$ cat src/rtl/ibm2ieee_pkg.sv
`default_nettype none
package ibm2ieee_pkg;
	localparam int unsigned WordW = 32;
	localparam int unsigned FracW = 24;
	localparam int unsigned ExpW = 7;
	localparam int unsigned MsbW = 5;
	localparam int unsigned BiasW = 11;
	localparam logic signed [BiasW-1:0] IeeeBias = 11'sd127;
	localparam logic signed [BiasW-1:0] IbmBias = 11'sd64;
	localparam logic signed [BiasW-1:0] IeeeExpMax = 11'sd255;
	localparam logic [WordW-1:0] InfBits = 32'h7F80_0000;
	localparam logic [WordW-1:0] ZeroBits = 32'h0000_0000;

	typedef struct packed {
		logic sign;
		logic [ExpW-1:0] expo;
		logic [FracW-1:0] frac;
	} ibm_word_t;
endpackage
`default_nettype wire

$ cat src/rtl/ibm2ieee_core.sv
`default_nettype none
module ibm2ieee_core
	import ibm2ieee_pkg::*;
(
	input  wire ibm_word_t      word,
	output logic [WordW-1:0]    result
);
	logic [MsbW-1:0] msb;
	logic signed [BiasW-1:0] e4;
	logic signed [BiasW-1:0] biased;
	logic signed [BiasW-1:0] sh;
	logic [FracW-1:0] sig;
	logic [FracW-1:0] q;
	logic [FracW-1:0] rem;
	logic [FracW-1:0] half;
	logic [FracW-1:0] mask;
	logic [4:0] s5;
	logic [4:0] l5;
	logic [WordW-1:0] sgn;

	always_comb begin
		msb = '0;
		for (int i = 1; i < FracW; i++) begin
			if (word.frac[i])
				msb = MsbW'(i);
		end
	end

	assign e4 = BiasW'(signed'({1'b0, word.expo})) <<< 2;
	assign biased = BiasW'(signed'({1'b0, msb})) + e4 - (IbmBias <<< 2)
		- 11'sd24 + IeeeBias;
	assign sh = 11'sd131 - e4;
	assign sig = word.frac << (5'd23 - msb);
	assign sgn = {word.sign, 31'd0};
	assign s5 = sh[4:0];
	assign l5 = 5'(-sh);
	assign mask = (FracW'(1) << s5) - FracW'(1);
	assign q = word.frac >> s5;
	assign rem = word.frac & mask;
	assign half = FracW'(1) << (s5 - 5'd1);

	always_comb begin
		if (word.frac == '0)
			result = ZeroBits;
		else if (biased >= IeeeExpMax)
			result = sgn | InfBits;
		else if (biased >= 11'sd1)
			result = sgn | {1'b0, biased[7:0], sig[22:0]};
		else if (sh <= 11'sd0)
			result = sgn | {8'd0, (word.frac << ((l5 > 5'd23) ? 5'd23 : l5))};
		else if (sh >= 11'sd26)
			result = sgn;
		else if (rem > half || (rem == half && q[0]))
			result = sgn | {8'd0, q + FracW'(1)};
		else
			result = sgn | {8'd0, q};
	end
endmodule
`default_nettype wire

$ cat src/rtl/ibm_float_to_ieee_single_unit.sv
// IBM hex float to IEEE single converter.
// Input: raise start with ibm_word; the beat is taken on any edge where busy
// is low. busy is tied low, so a word can be given every cycle.
// Output: ieee_word appears with done high for exactly one cycle.
// Path: the accepted word passes the input register, then the result
// register. Throughput: one word per cycle, set by the single conversion
// stage between the two registers.
// Zero fraction gives +0; overflow gives signed infinity; tiny values become
// subnormal or signed zero, rounded to nearest even.
// The receiver cannot stall: each result must be taken in its done cycle.
// Reset (arst_n low) clears the valid flags; words in flight are dropped.
`default_nettype none
module ibm_float_to_ieee_single_unit
	import ibm2ieee_pkg::*;
(
	input  wire              clk,
	input  wire              arst_n,
	input  wire              start,
	output logic             busy,
	input  wire [WordW-1:0]  ibm_word,
	output logic             done,
	output logic [WordW-1:0] ieee_word
);
	logic v_s1;
	ibm_word_t w_s1;
	logic [WordW-1:0] r;

	assign busy = 1'b0;

	always_ff @(posedge clk or negedge arst_n) begin
		if (!arst_n) begin
			v_s1 <= 1'b0;
			done <= 1'b0;
		end else begin
			v_s1 <= start;
			done <= v_s1;
		end
	end

	always_ff @(posedge clk) begin
		w_s1 <= ibm_word_t'(ibm_word);
		ieee_word <= r;
	end

	ibm2ieee_core u_core (.word(w_s1), .result(r));

	a_lat: assert property (@(posedge clk) disable iff (!arst_n)
		start |=> ##1 done) else $error("result lost");
	a_none: assert property (@(posedge clk) disable iff (!arst_n)
		!start |=> ##1 !done) else $error("spurious result");
	a_zero: assert property (@(posedge clk) disable iff (!arst_n)
		(v_s1 && w_s1.frac == '0) |=> ieee_word == ZeroBits)
		else $error("zero fraction not +0");
endmodule
`default_nettype wire

$ cat config.mk
export PLATFORM = sky130hd
export DESIGN_NAME = ibm_float_to_ieee_single_unit
export DESIGN_NICKNAME = d
export VERILOG_FILES = /design/src/rtl/ibm2ieee_pkg.sv /design/src/rtl/ibm2ieee_core.sv /design/src/rtl/ibm_float_to_ieee_single_unit.sv
export SDC_FILE = /design/constraint.sdc
export NUM_CORES = 1
export LEC_CHECK = 0
export ABC_AREA = 1
export BUFFER_PORTS_ARGS = -buffer_cell sky130_fd_sc_hd__buf_2
export CAP_MARGIN = 20
export CORE_MARGIN = 2
export CORE_UTILIZATION = 46
export DETAILED_ROUTE_END_ITERATION = 12
export PLACE_DENSITY = 0.65
export SYNTH_ARGS = -nofsm -noshare
export SYNTH_HDL_FRONTEND = slang
export SYNTH_HIERARCHICAL = 1
export SYNTH_SLANG_ARGS = --single-unit
$ cat constraint.sdc
create_clock -name clk -period 4.9 [get_ports clk]
set_clock_uncertainty 0.1 [all_clocks]
set_input_delay 0.98 -clock clk [delete_from_list [all_inputs] [get_ports clk]]
set_output_delay 0.98 -clock clk [all_outputs]
set_load 0.03 [all_outputs]
==> reports/results.ini <==
[run_status]
status=completed

[logic_synthesis]
async_flop_share_pct=3.030
synth_cells=984
syn_nets=1047
ys_ff_latch=66
syn_area_sq_um=5911
seq_area_frac_synth_pct=22.52
yosysWarnings=6
synth_cell_type_count=59
synth-main-ff-cell=dfxtp_1
syn_area_per_cell_sq_um=6.007
synth-edff-count=0

[final_layout]
fill_cells=1347
diodes=0
nets=1114
layout_commonest_cell=nand2_1
syn2layout_area_growth_pct=13.95
seqCellArea_sq_um=1331
layout_common_cells=277 x nand2_1, 99 x inv_1, 97 x nor2_1
drive_above_1_share_pct=15.63
multi_input_area_sq_um=3929

[critical_path]
crit_path_max_incr_delay_ns=0.38
crit_start=w_s1[22]
arrival_ns=4.64
r2r_cells=27
crit_family=simple AND/OR/NAND/NOR gates
cp_slowest_cell=dfxtp_1
critPathCapture=ieee_word[14]
end_kind=register
cp_num_cells=27
critPathKind=register to register
critPathLaunchType=register
cp.buffers_inverters=8
cp.required_ns=5.04
critPathMaxFanout=9
r2r_start=w_s1[22]
rrSetupSlack_ns=0.40
r2r_end=ieee_word[14]
crit_top_cell=inv_1

[sta]
fin_ws_ns=0.3957
relSlewSlack_pct=46.80
final.setup.tns_ns=0
min_period_ns=4.504
setup_violations=0
slew_viol_final=0
hold_viol=0
fmax_mhz=222.0
rsz0062_at_grt=no
fin_crit_sh_pct=91.92
worstMarginPinSlew_ns=0.7965

[min_path]
hp-class=register to register

[cts]
clock_latency_ns=0.35
cts_root_buffer=clkbuf_16
htreeDepth=3
cts_tree=yes
numCtsBuffers=9
clock_path_buffers=2
path_clk_slew_ns=0.06
cts_sinks=66
cts_hold_buffers=0

[power_and_ir_drop]
ir_drop_v=0.0002728
power.density_nw_per_um2=294.2
p_leak_nw=3.234

[drt]
drtIter0Drc=752
drt-wirelength-per-cell_um=16.63
finalWirelength_mm=20.43
firstDrtPassIters=5
remaining_drc_errors=0
via_per_inst=5.512
num_vias=6769
antenna_left=0

[floorplan]
dieArea_sq_um=13770
rows=41
boundaryPins=69
coreArea_sq_um=12570
die_w_um=117.4
die_h_um=117.4
start_util_pct=47.03

[flow_run]
maxCapViolCount=0

[global_routing]
antenna_found_initial=0
grt_max_degree=46
grt_pass1_vias=6238
grt.total_usage_pct=29.74
grt_pass1_wl_mm=32.49
overflow=0

[placement]
portBuffers=67
place_congestion=0.9753
dp_hpwl_mm=16.25
dpl_worst_slack_ns=0.4173

-- state kept, by name, summed over array words and instances (netlist names) --
name / flops
done: 1
ieee_word: 32
v_s1: 1
w_s1: 32
-- worst register-to-register path, cell delays in order (launching register included) --
cell and delay (ns):
dfxtp_1 0.38, nor2_1 0.19, inv_1 0.09, nor2_1 0.26
inv_1 0.18, nor2_1 0.23, inv_1 0.14, a21oi_2 0.15
ha_1 0.24, ha_1 0.35, a21oi_1 0.16, nand2_1 0.10
a21oi_1 0.17, inv_1 0.06, a21oi_1 0.19, xor2_1 0.22
buf_4 0.14, nand2_1 0.04, nor2_1 0.13, nand2_1 0.06
o21ai_0 0.07, inv_1 0.07, a21oi_2 0.20, nor2_4 0.11
inv_2 0.18, nor2_1 0.09, nand2_1 0.07, inv_1 0.03
-- what timing repair did --
item / 4_1_cts / 5_1_grt
setup buffers: 0 / 4
endpoints found under the setup margin: 0 / 31
gates resized for setup: 0 / 9
-- final cells by class --
type,count,share of cell area [%]
Clock buffer,10,3.400
Clock inverter,6,0.6316
Inverter,117,6.743
Multi-Input combinational cell,764,58.33
Sequential cell,66,19.77
Tap cell,172,3.195
Timing Repair Buffer,93,7.932
-- how the worst min path moves through the flow --
stage	endpoint	start	slack [ns]	cells past startpoint
6_report	done	v_s1	0.26	0
5_1_grt	done	v_s1	0.26	0
4_1_cts	done	v_s1	0.26	0
3_5_place_dp	done	v_s1	0.25	0
3_3_place_gp	done	v_s1	0.23	0
2_1_floorplan	done	v_s1	0.23	0
-- synth_stat cells (3+ instances only) --
master	n	share of area, %
nand3_1	87	7.4
nand2_2	6	0.64
buf_4	4	0.51
inv_1	99	6.3
dfxtp_1	64	22
o211ai_1	11	1.4
a31oi_1	5	0.53
nor2_2	9	0.95
o221ai_1	3	0.44
o21ai_1	33	2.8
inv_2	15	0.95
buf_6	7	1.3
nand4_1	9	0.95
nor2_1	97	6.2
o22ai_1	5	0.53
clkbuf_1	16	1.0
nor4_1	7	0.74
ha_1	27	5.7
o21ai_0	66	5.6
xor2_1	9	1.3
o31ai_1	3	0.38
xnor2_1	3	0.44
a21oi_1	57	4.8
buf_2	10	0.85
nor3_1	8	0.68
nand2_1	277	18
nor3_2	4	0.68
-- power breakdown --
part / internal [mW] / switching [mW]
combinational: 0.229 / 0.529
sequential: 0.604 / 0.0295
clock: 0.343 / 0.247
-- metal layers --
metal / GRT usage, % / part of all wire (%)
met1: 39.36 / 43
met2: 45.07 / 44
met3: 5.739 / 7.9
met4: 17.32 / 5.2
met5: 0 / 0
-- stage by stage --
stage | utilization [%] | area, sq um | power [mW] | hold WS (ns) | cells
global placement | 51.01 | 6411 | 1.379 | 0.2335 | 1208
floorplan | - | 5911 | 1.175 | 0.2312 | 984
global route | 53.59 | 6735 | 2.099 | 0.2638 | 1228
finish | 53.59 | 6735 | 1.981 | 0.2596 | 1228
CTS | 53.17 | 6683 | 1.971 | 0.2632 | 1224
detailed placement | 51.01 | 6411 | 1.378 | 0.2503 | 1208
-- kinds of logic (layout without fill, tap and decap cells) --
logic type | Yosys count | after routing | share of synthesized area, %
AND/OR/NAND/NOR | 518 | 518 | 38.38
AO/OA/AOI/OAI | 204 | 204 | 19.77
buffers and inverters | 154 | 226 | 11.26
flip-flops | 66 | 66 | 22.52
adder cells (fa/ha/maj) | 28 | 28 | 6.054
XOR/XNOR | 12 | 12 | 1.778
other | 1 | 1 | 0.06344
multiplexers | 1 | 1 | 0.1694
Note: power is estimated with default switching activity, not from simulation.
